--- src/hw/rtl/frsp_pkg.sv ---
// shared types and constants for the fastx record stream parser
package frsp_pkg;

	localparam logic [7:0] CH_GT   = 8'h3E;
	localparam logic [7:0] CH_AT   = 8'h40;
	localparam logic [7:0] CH_PLUS = 8'h2B;
	localparam logic [7:0] CH_LF   = 8'h0A;

	localparam int unsigned IDX_W = 32;
	localparam logic [IDX_W-1:0] IDX_MAX = {IDX_W{1'b1}};

	typedef enum logic [1:0] {
		ROLE_SKIP = 2'd0,
		ROLE_HEAD = 2'd1,
		ROLE_SEQ  = 2'd2,
		ROLE_QUAL = 2'd3
	} role_t;

	localparam logic KIND_DATA = 1'b0;
	localparam logic KIND_EOS  = 1'b1;

	typedef enum logic [7:0] {
		ST_FIRST     = 8'b0000_0001,
		ST_SEEK      = 8'b0000_0010,
		ST_SKIP      = 8'b0000_0100,
		ST_HEAD      = 8'b0000_1000,
		ST_SEQ_START = 8'b0001_0000,
		ST_SEQ_LINE  = 8'b0010_0000,
		ST_PLUS      = 8'b0100_0000,
		ST_QUAL      = 8'b1000_0000
	} parse_state_t;

	typedef struct packed {
		role_t            role;
		logic [7:0]       char_out;
		logic             record_start;
		logic             record_end;
		logic             closed_is_fastq;
		logic [IDX_W-1:0] record_index;
		logic             mate;
		logic             format_error;
	} result_t;

endpackage

--- src/hw/rtl/frsp_fsm.sv ---
// per-byte parse state machine with record counter and mate tracking
module frsp_fsm (
	input  logic             clk,
	input  logic             arst_n,
	input  logic             accept,
	input  logic             interleaved,
	input  logic             kind,
	input  logic [7:0]       char_in,
	output frsp_pkg::result_t res
);
	import frsp_pkg::*;

	parse_state_t     state_q, state_d;
	logic [IDX_W-1:0] count_q, count_d;
	logic             mate_q, mate_d;
	logic             open_q, open_d;
	logic             fastq_q, fastq_d;

	logic             marker;
	logic             do_open;
	logic             pair_second;

	assign marker      = (char_in == CH_GT) || (char_in == CH_AT);
	assign pair_second = interleaved && (count_q != '0) && !mate_q;

	always_comb begin
		state_d = state_q;
		count_d = count_q;
		mate_d  = mate_q;
		open_d  = open_q;
		fastq_d = fastq_q;
		do_open = 1'b0;

		res.role            = ROLE_SKIP;
		res.char_out        = char_in;
		res.record_start    = 1'b0;
		res.record_end      = 1'b0;
		res.closed_is_fastq = 1'b0;
		res.format_error    = 1'b0;

		if (kind == KIND_EOS) begin
			res.char_out        = 8'd0;
			res.record_end      = open_q;
			res.closed_is_fastq = open_q & fastq_q;
		end else begin
			unique case (state_q)
				ST_FIRST, ST_SEEK: begin
					if (marker) begin
						do_open = 1'b1;
					end else begin
						res.format_error = (state_q == ST_FIRST);
						state_d = (char_in == CH_LF) ? ST_SEEK : ST_SKIP;
					end
				end
				ST_SKIP: begin
					if (char_in == CH_LF) state_d = ST_SEEK;
				end
				ST_HEAD: begin
					if (char_in == CH_LF) state_d = ST_SEQ_START;
					else res.role = ROLE_HEAD;
				end
				ST_SEQ_START: begin
					unique if (char_in == CH_GT) begin
						do_open = 1'b1;
					end else if (char_in == CH_PLUS) begin
						fastq_d = 1'b1;
						state_d = ST_PLUS;
					end else if (char_in == CH_LF) begin
						// empty sequence line is dropped
						state_d = ST_SEQ_START;
					end else begin
						res.role = ROLE_SEQ;
						state_d  = ST_SEQ_LINE;
					end
				end
				ST_SEQ_LINE: begin
					if (char_in == CH_LF) state_d = ST_SEQ_START;
					else res.role = ROLE_SEQ;
				end
				ST_PLUS: begin
					if (char_in == CH_LF) state_d = ST_QUAL;
				end
				ST_QUAL: begin
					if (char_in == CH_LF) state_d = ST_SEEK;
					else res.role = ROLE_QUAL;
				end
				default: state_d = ST_SEEK;
			endcase

			if (do_open) begin
				res.record_start    = 1'b1;
				res.record_end      = open_q;
				res.closed_is_fastq = open_q & fastq_q;
				if (pair_second) begin
					mate_d = 1'b1;
				end else begin
					if (count_q != IDX_MAX) count_d = count_q + 1'b1;
					mate_d = 1'b0;
				end
				open_d  = 1'b1;
				fastq_d = 1'b0;
				state_d = ST_HEAD;
			end
		end

		// index and mate reflect the update made by this byte
		res.record_index = (kind == KIND_EOS) ? count_q : count_d;
		res.mate         = (kind == KIND_EOS) ? mate_q : mate_d;

		if (kind == KIND_EOS) begin
			state_d = ST_FIRST;
			count_d = '0;
			mate_d  = 1'b0;
			open_d  = 1'b0;
			fastq_d = 1'b0;
		end
	end

	always_ff @(posedge clk or negedge arst_n) begin
		if (!arst_n) begin
			state_q <= ST_FIRST;
			count_q <= '0;
			mate_q  <= 1'b0;
			open_q  <= 1'b0;
			fastq_q <= 1'b0;
		end else if (accept) begin
			state_q <= state_d;
			count_q <= count_d;
			mate_q  <= mate_d;
			open_q  <= open_d;
			fastq_q <= fastq_d;
		end
	end

endmodule

--- src/hw/rtl/fastx_record_stream_parser.sv ---
// top level of the fastx record stream parser
// Usage: the input channel (in_valid/in_ready) takes one word per cycle
// unless stalled: kind selects a text byte (0) or an end of stream marker
// (1), char_in is the byte. Every accepted word gives exactly one result
// word on the output channel (out_valid/out_ready) with the byte role,
// record start/end flags, fastq flag of the closed record, the one-based
// record index, mate bit and a format error flag for a bad first byte.
// The result appears in the cycle after the word is accepted; the parse
// step is a small state machine between the input handshake and the
// output register. Throughput: one word per cycle unless the output stalls.
// The config channel (cfg_valid/cfg_ready, cfg_data) is always ready and
// writes the interleaved pairs bit; it is to be written while the block is
// idle, which the block does not enforce. Reset: arst_n clears the parse
// state, record counter, mate bit, the config bit and the output valid flag.
// Stall: while out_ready is low a held result keeps in_ready low; a new
// word is taken in the same cycle the held result is taken.
// An end of stream marker closes the open record and returns the parser
// to its reset state, ready for a new stream.
module fastx_record_stream_parser (
	input  logic                      clk,
	input  logic                      arst_n,
	input  logic                      cfg_valid,
	output logic                      cfg_ready,
	input  logic                      cfg_data,
	input  logic                      in_valid,
	output logic                      in_ready,
	input  logic                      kind,
	input  logic [7:0]                char_in,
	output logic                      out_valid,
	input  logic                      out_ready,
	output logic [1:0]                role,
	output logic [7:0]                char_out,
	output logic                      record_start,
	output logic                      record_end,
	output logic                      closed_is_fastq,
	output logic [frsp_pkg::IDX_W-1:0] record_index,
	output logic                      mate,
	output logic                      format_error
);
	import frsp_pkg::*;

	logic    interleaved_q;
	logic    out_valid_q;
	result_t res;
	result_t res_q;
	logic    accept;

	assign cfg_ready = 1'b1;
	assign in_ready  = !out_valid_q || out_ready;
	assign accept    = in_valid && in_ready;

	always_ff @(posedge clk or negedge arst_n) begin
		if (!arst_n) begin
			interleaved_q <= 1'b0;
		end else if (cfg_valid) begin
			interleaved_q <= cfg_data;
		end
	end

	frsp_fsm u_fsm (
		.clk         (clk),
		.arst_n      (arst_n),
		.accept      (accept),
		.interleaved (interleaved_q),
		.kind        (kind),
		.char_in     (char_in),
		.res         (res)
	);

	always_ff @(posedge clk or negedge arst_n) begin
		if (!arst_n) begin
			out_valid_q <= 1'b0;
		end else if (in_ready) begin
			out_valid_q <= in_valid;
		end
	end

	// result word, loaded on each accepted input word
	always_ff @(posedge clk) begin
		if (accept) begin
			res_q <= res;
		end
	end

	assign out_valid       = out_valid_q;
	assign role            = res_q.role;
	assign char_out        = res_q.char_out;
	assign record_start    = res_q.record_start;
	assign record_end      = res_q.record_end;
	assign closed_is_fastq = res_q.closed_is_fastq;
	assign record_index    = res_q.record_index;
	assign mate            = res_q.mate;
	assign format_error    = res_q.format_error;

endmodule

--- config.mk ---
export PLATFORM = sky130hd
export DESIGN_NAME = fastx_record_stream_parser
export DESIGN_NICKNAME = d
export VERILOG_FILES = /design/src/hw/rtl/frsp_pkg.sv /design/src/hw/rtl/frsp_fsm.sv /design/src/hw/rtl/fastx_record_stream_parser.sv
export SDC_FILE = /design/constraint.sdc
export NUM_CORES = 1
export LEC_CHECK = 0
export BUFFER_PORTS_ARGS = -buffer_cell sky130_fd_sc_hd__buf_2
export CAP_MARGIN = 20
export CORE_MARGIN = 2
export CORE_UTILIZATION = 40
export CTS_CLUSTER_SIZE = 10
export DETAILED_ROUTE_END_ITERATION = 8
export GPL_ROUTABILITY_DRIVEN = 0
export GPL_TIMING_DRIVEN = 0
export SLEW_MARGIN = 40
export SYNTH_ARGS = -nofsm -noshare
export SYNTH_HDL_FRONTEND = slang
export SYNTH_HIERARCHICAL = 1
export SYNTH_SLANG_ARGS = --single-unit
export TNS_END_PERCENT = 10
--- constraint.sdc ---
create_clock -name clk -period 5.6 [get_ports clk]
set_input_delay 0.56 -clock clk [delete_from_list [all_inputs] [get_ports clk]]
set_output_delay 0.56 -clock clk [all_outputs]
set_load 0.005 [all_outputs]
# Word level (Yosys, flattened, before mapping)
# Index checks and enable logic that the tools add are counted.
# classes
n_addsub,1
mul,0
div,0
magnitude_cmp,0
n_eq_ne,19
n_shift,0
n_mux,39
bitwise,2
reduce_logical,18
# ops
operator,count
2-to-1 mux 32 bit,5
2-to-1 mux 8 bit,8
case mux 8 bit (5 select lines),1
"adder 32 x 1 -> 32 bit, second input constant",1
"!= test 32 bit, second input constant",1
nonzero test 32 bit,1
"== test 8 x 6 -> 1 bit, second input constant",3
"== test 8 x 4 -> 1 bit, second input constant",2
"== test 8 x 7 -> 1 bit, second input constant",2
2-to-1 mux 1 bit,15
2-to-1 mux 2 bit,5
"== test 8 x 1 -> 1 bit, second input constant",1
"== test 8 x 2 -> 1 bit, second input constant",1
"== test 8 x 3 -> 1 bit, second input constant",1
"== test 8 x 5 -> 1 bit, second input constant",1
"== test 8 bit, second input constant",1
"!= test 4 x 1 -> 1 bit, second input constant",2
"!= test 4 bit, second input constant",2
case mux 2 bit (4 select lines),1
2-to-1 mux 3 bit,2
2-to-1 mux 6 bit,1
AND reduction 6 bit,1
nonzero test 3 bit,2
OR reduction 2 bit,3
12 further kinds,16
# word_totals
ff_bits,92
latch_bits,0
mem_bits_rw,0
romBits,0
inputBits,15
elab_cells,94
n_memories,0

# Longest topological paths before layout
# depth
word_depth,7
mapped_depth,10
ltp_nobuf,8

# Cells and area by module
# The synthesis kept the hierarchy.
# by_module_without_submodules
module,instances,cells_each,area_per_inst_um2,seq_area_each_um2
frsp_fsm,1,477,3691.0,1077.3
fastx_record_stream_parser,1,55,1514.0,1461.4

# Least setup slack after synthesis
# No wires, ideal clock.
# synth_path
path_type,input-to-reg
start,in out_ready
end,reg u_fsm.state_q[7]
setup_ps,71
arrival_ps,2984
t_required_ps,5529
path_slack_ps,2545
stages,6
cell_sequence,nand2b_4 > and2_1 > clkbuf_1 > inv_1 > nor4b_1 > a32o_1
# synth_via
elab_chain_len,3
# synth_rtl
element,line_no,text
start: declaration,fastx_record_stream_parser.sv:30,"input logic out_ready,"
logical OR 1 bit,fastx_record_stream_parser.sv:49,assign in_ready = !out_valid_q || out_ready;
logical AND 1 bit,fastx_record_stream_parser.sv:50,assign accept = in_valid && in_ready;
via accept,fastx_record_stream_parser.sv:46,logic accept;
AND reduction 6 bit (no source line),-,
end signal: assignment,frsp_fsm.sv:127,state_q <= state_d;
end: declaration,frsp_fsm.sv:13,"parse_state_t state_q, state_d;"
# The timed path passes the listed nets, and every way through them passes these cells.
# A chain may end at the register's enable or synchronous reset.

==> results by group <==
Yosys
  • Synth Cell Area: 5200 um2
  • Syn Nets: 549
  • Top-area cell type share of the netlist area: 0.271
  • Cell count after synthesis: 532
  • Post-synth EDFFs: 47
  • Ranking of synthesized cells by area: edfxtp_1, dfrtp_1, nand2_1
  • Syn_area_per_cell: 9.78 um2
  • Synth cell types: 64
  • Yosys reg bits: 92
  • Most used DFF post-synth: edfxtp_1
  • Asr flop ratio synth: 0.489
  • Synth area leader: edfxtp_1
  • Ys Warns: 6
  • Seq/Total Area, Yosys: 0.488

Floorplan
  • FP Rows: 41
  • Die area: 13900 um2
  • Core Box Area: 12700 um2
  • Die height: 118 um
  • Die Width: 118 um
  • IO Count: 65
  • Effective utilization at floorplan: 0.411

Setup path
  • CP Capture Type: flop
  • Worst reg2reg setup slack: 2.11 ns
  • Max FO, Critical Path: 10
  • Critical Path RT: 5.69 ns
  • Crit start category: flop
  • Crit path arrival time: 3.59 ns
  • Critical path type: flop to flop

Clocking
  • CTS tree: done
  • Worst skew pair latency: 0.35 ns
  • Clock sink count: 92
  • Clock transition at path regs: 0.06 ns
  • Post-CTS Setup Inserts: 0
  • CTS Buf Count: 9
  • Clock Tree Buf Depth: 2
  • CTS root buf: clkbuf_16
  • H-Tree Depth: 3
  • Post-CTS sizing: 0
  • Cts hold-fix bufs: 0

Routing
  • WL per Instance: 17.8 um
  • Residual DRC: 0
  • Antenna Violating Nets Remaining: 0
  • Via count: 4559
  • Drt pass-1 iters: 5
  • Final Routed Wirelength: 13900 um
  • Initial DRC Count: 475
  • DR vias/cell: 5.82

Pwr
  • Seq pwr share: 0.456
  • Leakage: 2.38 nW
  • Max VDD drop: 135 uV
  • Combinational share of power: 0.143
  • Cell-internal power: 0.00133 W
  • Overall Power: 0.00179 W
  • Switch share: 0.253
  • Power per cell area: 292 nW/um2
  • Net switching power: 0.000453 W
  • Clk pwr share: 0.401

Timing
  • Setup TNS: 0 ns
  • WHS: 0.233 ns
  • RSZ-0062 raised after global routing: false
  • Worst-margin pin slew: 0.816 ns
  • Final clock skew: 0.00681 ns
  • Max-slew violation count: 0
  • Final Cycle Share: 0.623
  • Setup-failing EPs final: 0
  • Fin. Hold Viols: 0
  • Max Fclk: 286 MHz
  • Relative slew slack: 0.448
  • Min Tclk post-route: 3.49 ns

Run status
  • Status: finished clean

GRT
  • Vias in the first global route: 4386
  • Grt ovf: 0
  • Global-route wire length before repair: 22700 um
  • Initial antenna violation count: 0
  • Largest net degree at the start of global routing: 46
  • Gr usage total: 0.206

Place
  • Placement Cell Area: 5770 um2
  • Dpl hpwl: 9660 um
  • Port bufs: 62

Final layout
  • FILL cells: 1191
  • Area Overhead vs Synth: 17.6%
  • Share of layout cells above drive strength 1: 0.172
  • Design area: 6120 um2
  • NumNets Final: 623
  • Number of diodes: 0

Min path
  • HP Class: primary input to asynchronous set/reset pin

Flow run
  • Max_cap viols: 0
final cells by class:
cell class	count	area (um2)	share of cell area
sequential	92	2540	0.415
multi-input combinational	379	2430	0.397
timing repair buffer	63	333	0.0544
clock buffer	12	256	0.0419
tap	172	215	0.0351
buffer	47	199	0.0325
clock inverter	4	95.1	0.0155
inverter	14	52.6	0.00858
layer usage:
metal  vias up  global-route usage  part of all wire
met5         -                   0                 0
met4         0              0.0873             0.019
li1       2144                   -                 -
met1      2222               0.283              0.46
met3        23              0.0412             0.058
met2       170               0.317              0.46
flip-flops by register name, summed over array words and instances, names as in the netlist:
register,count
u_fsm/mate_q,1
closed_is_fastq,1
mate,1
interleaved_q,1
record_start,1
record_index,32
out_valid,1
char_out,8
format_error,1
record_end,1
u_fsm/count_q,32
u_fsm/open_q,1
role,2
u_fsm/state_q,8
u_fsm/fastq_q,1
Yosys cell counts, drive strengths merged (2+ instances only):
cell,instances
nand2,56
edfxtp,47
dfrtp,44
nor2,44
clkbuf,38
nand3,32
nand4,27
xnor2,20
or4,19
nor3,18
xor2,17
o211ai,16
nor4,15
o311ai,15
inv,14
nor2b,13
buf,9
o21ai,9
and3,6
or3,6
a21oi,5
and2,5
and4,5
a22o,4
nor4b,4
mux2,3
a211o,2
a21o,2
a32o,2
a32oi,2
ha,2
nand2b,2
nand3b,2
nor4bb,2
o2111ai,2
o32ai,2
or2,2
or4b,2
power by group through the flow:
stage	Clock [W]	Combinational (W)	Sequential [W]
after floorplan	0	0.000166	0.000821
after global placement	0	0.000247	0.000825
after detailed placement	0	0.000254	0.000826
after CTS	0.000728	0.000256	0.000814
after global routing	0.000758	0.000281	0.000821
final	0.000716	0.000256	0.000815
layout by cell type (no fill, tap or decap), types with 3 or more instances in the layout:
cell type / n
xor2_1: 17
and4_1: 5
nand4_1: 27
nor2_1: 44
o211ai_1: 16
nor4_1: 15
or4_1: 16
dfrtp_1: 44
nand3_1: 31
or3_1: 6
nor4b_1: 4
or4_4: 3
buf_2: 67
nor2b_1: 13
and2_1: 4
a22o_1: 4
clkbuf_16: 9
o311ai_0: 11
nand2_1: 56
a21oi_1: 5
xnor2_1: 20
o311ai_1: 4
o21ai_0: 9
nor3_1: 17
edfxtp_1: 47
clkbuf_1: 39
and3_1: 6
buf_4: 3
inv_1: 13
bufinv_16: 3
worst max-delay path: stages (launching register included):
cell      delay (ns)
dfrtp_1         0.42
inv_1           0.16
ha_1            0.17
nor4b_1         0.31
nand4_1         0.20
o21ai_0         0.44
clkbuf_1        0.38
nand4_1         0.52
buf_2           0.38
nor2_1          0.16
xor2_1          0.08
final timing paths:
check                                  from                end  cells past startpoint
max                        u_fsm/count_q[0]   record_index[28]                     10
min                                  arst_n   u_fsm/state_q[7]                      1
max reg2reg                u_fsm/count_q[0]   record_index[28]                     10
min reg2reg                   interleaved_q      interleaved_q                      1
max in group asynchronous            arst_n  u_fsm/count_q[15]                      1
min in group clk                   in_valid          out_valid                      2
logic make-up after synthesis:
kind of cell	share of synthesized area
AOI/OAI and AO/OA	0.116
other	0.000720
buffers and inverters	0.0483
muxes	0.00721
xor gates and xnor gates	0.0623
adders and majority gates	0.00481
DFF	0.488
and+or+nand+nor	0.273
per-stage QoR:
stage                     cells   util  worst slack, ns
after global routing        783  0.483             2.00
final                       783  0.483             2.11
after CTS                   783  0.483             2.20
after detailed placement    767  0.455             2.01
after global placement      766  0.452             1.47
after floorplan             532      -             2.55
Note: power is estimated with default switching activity, not from simulation.
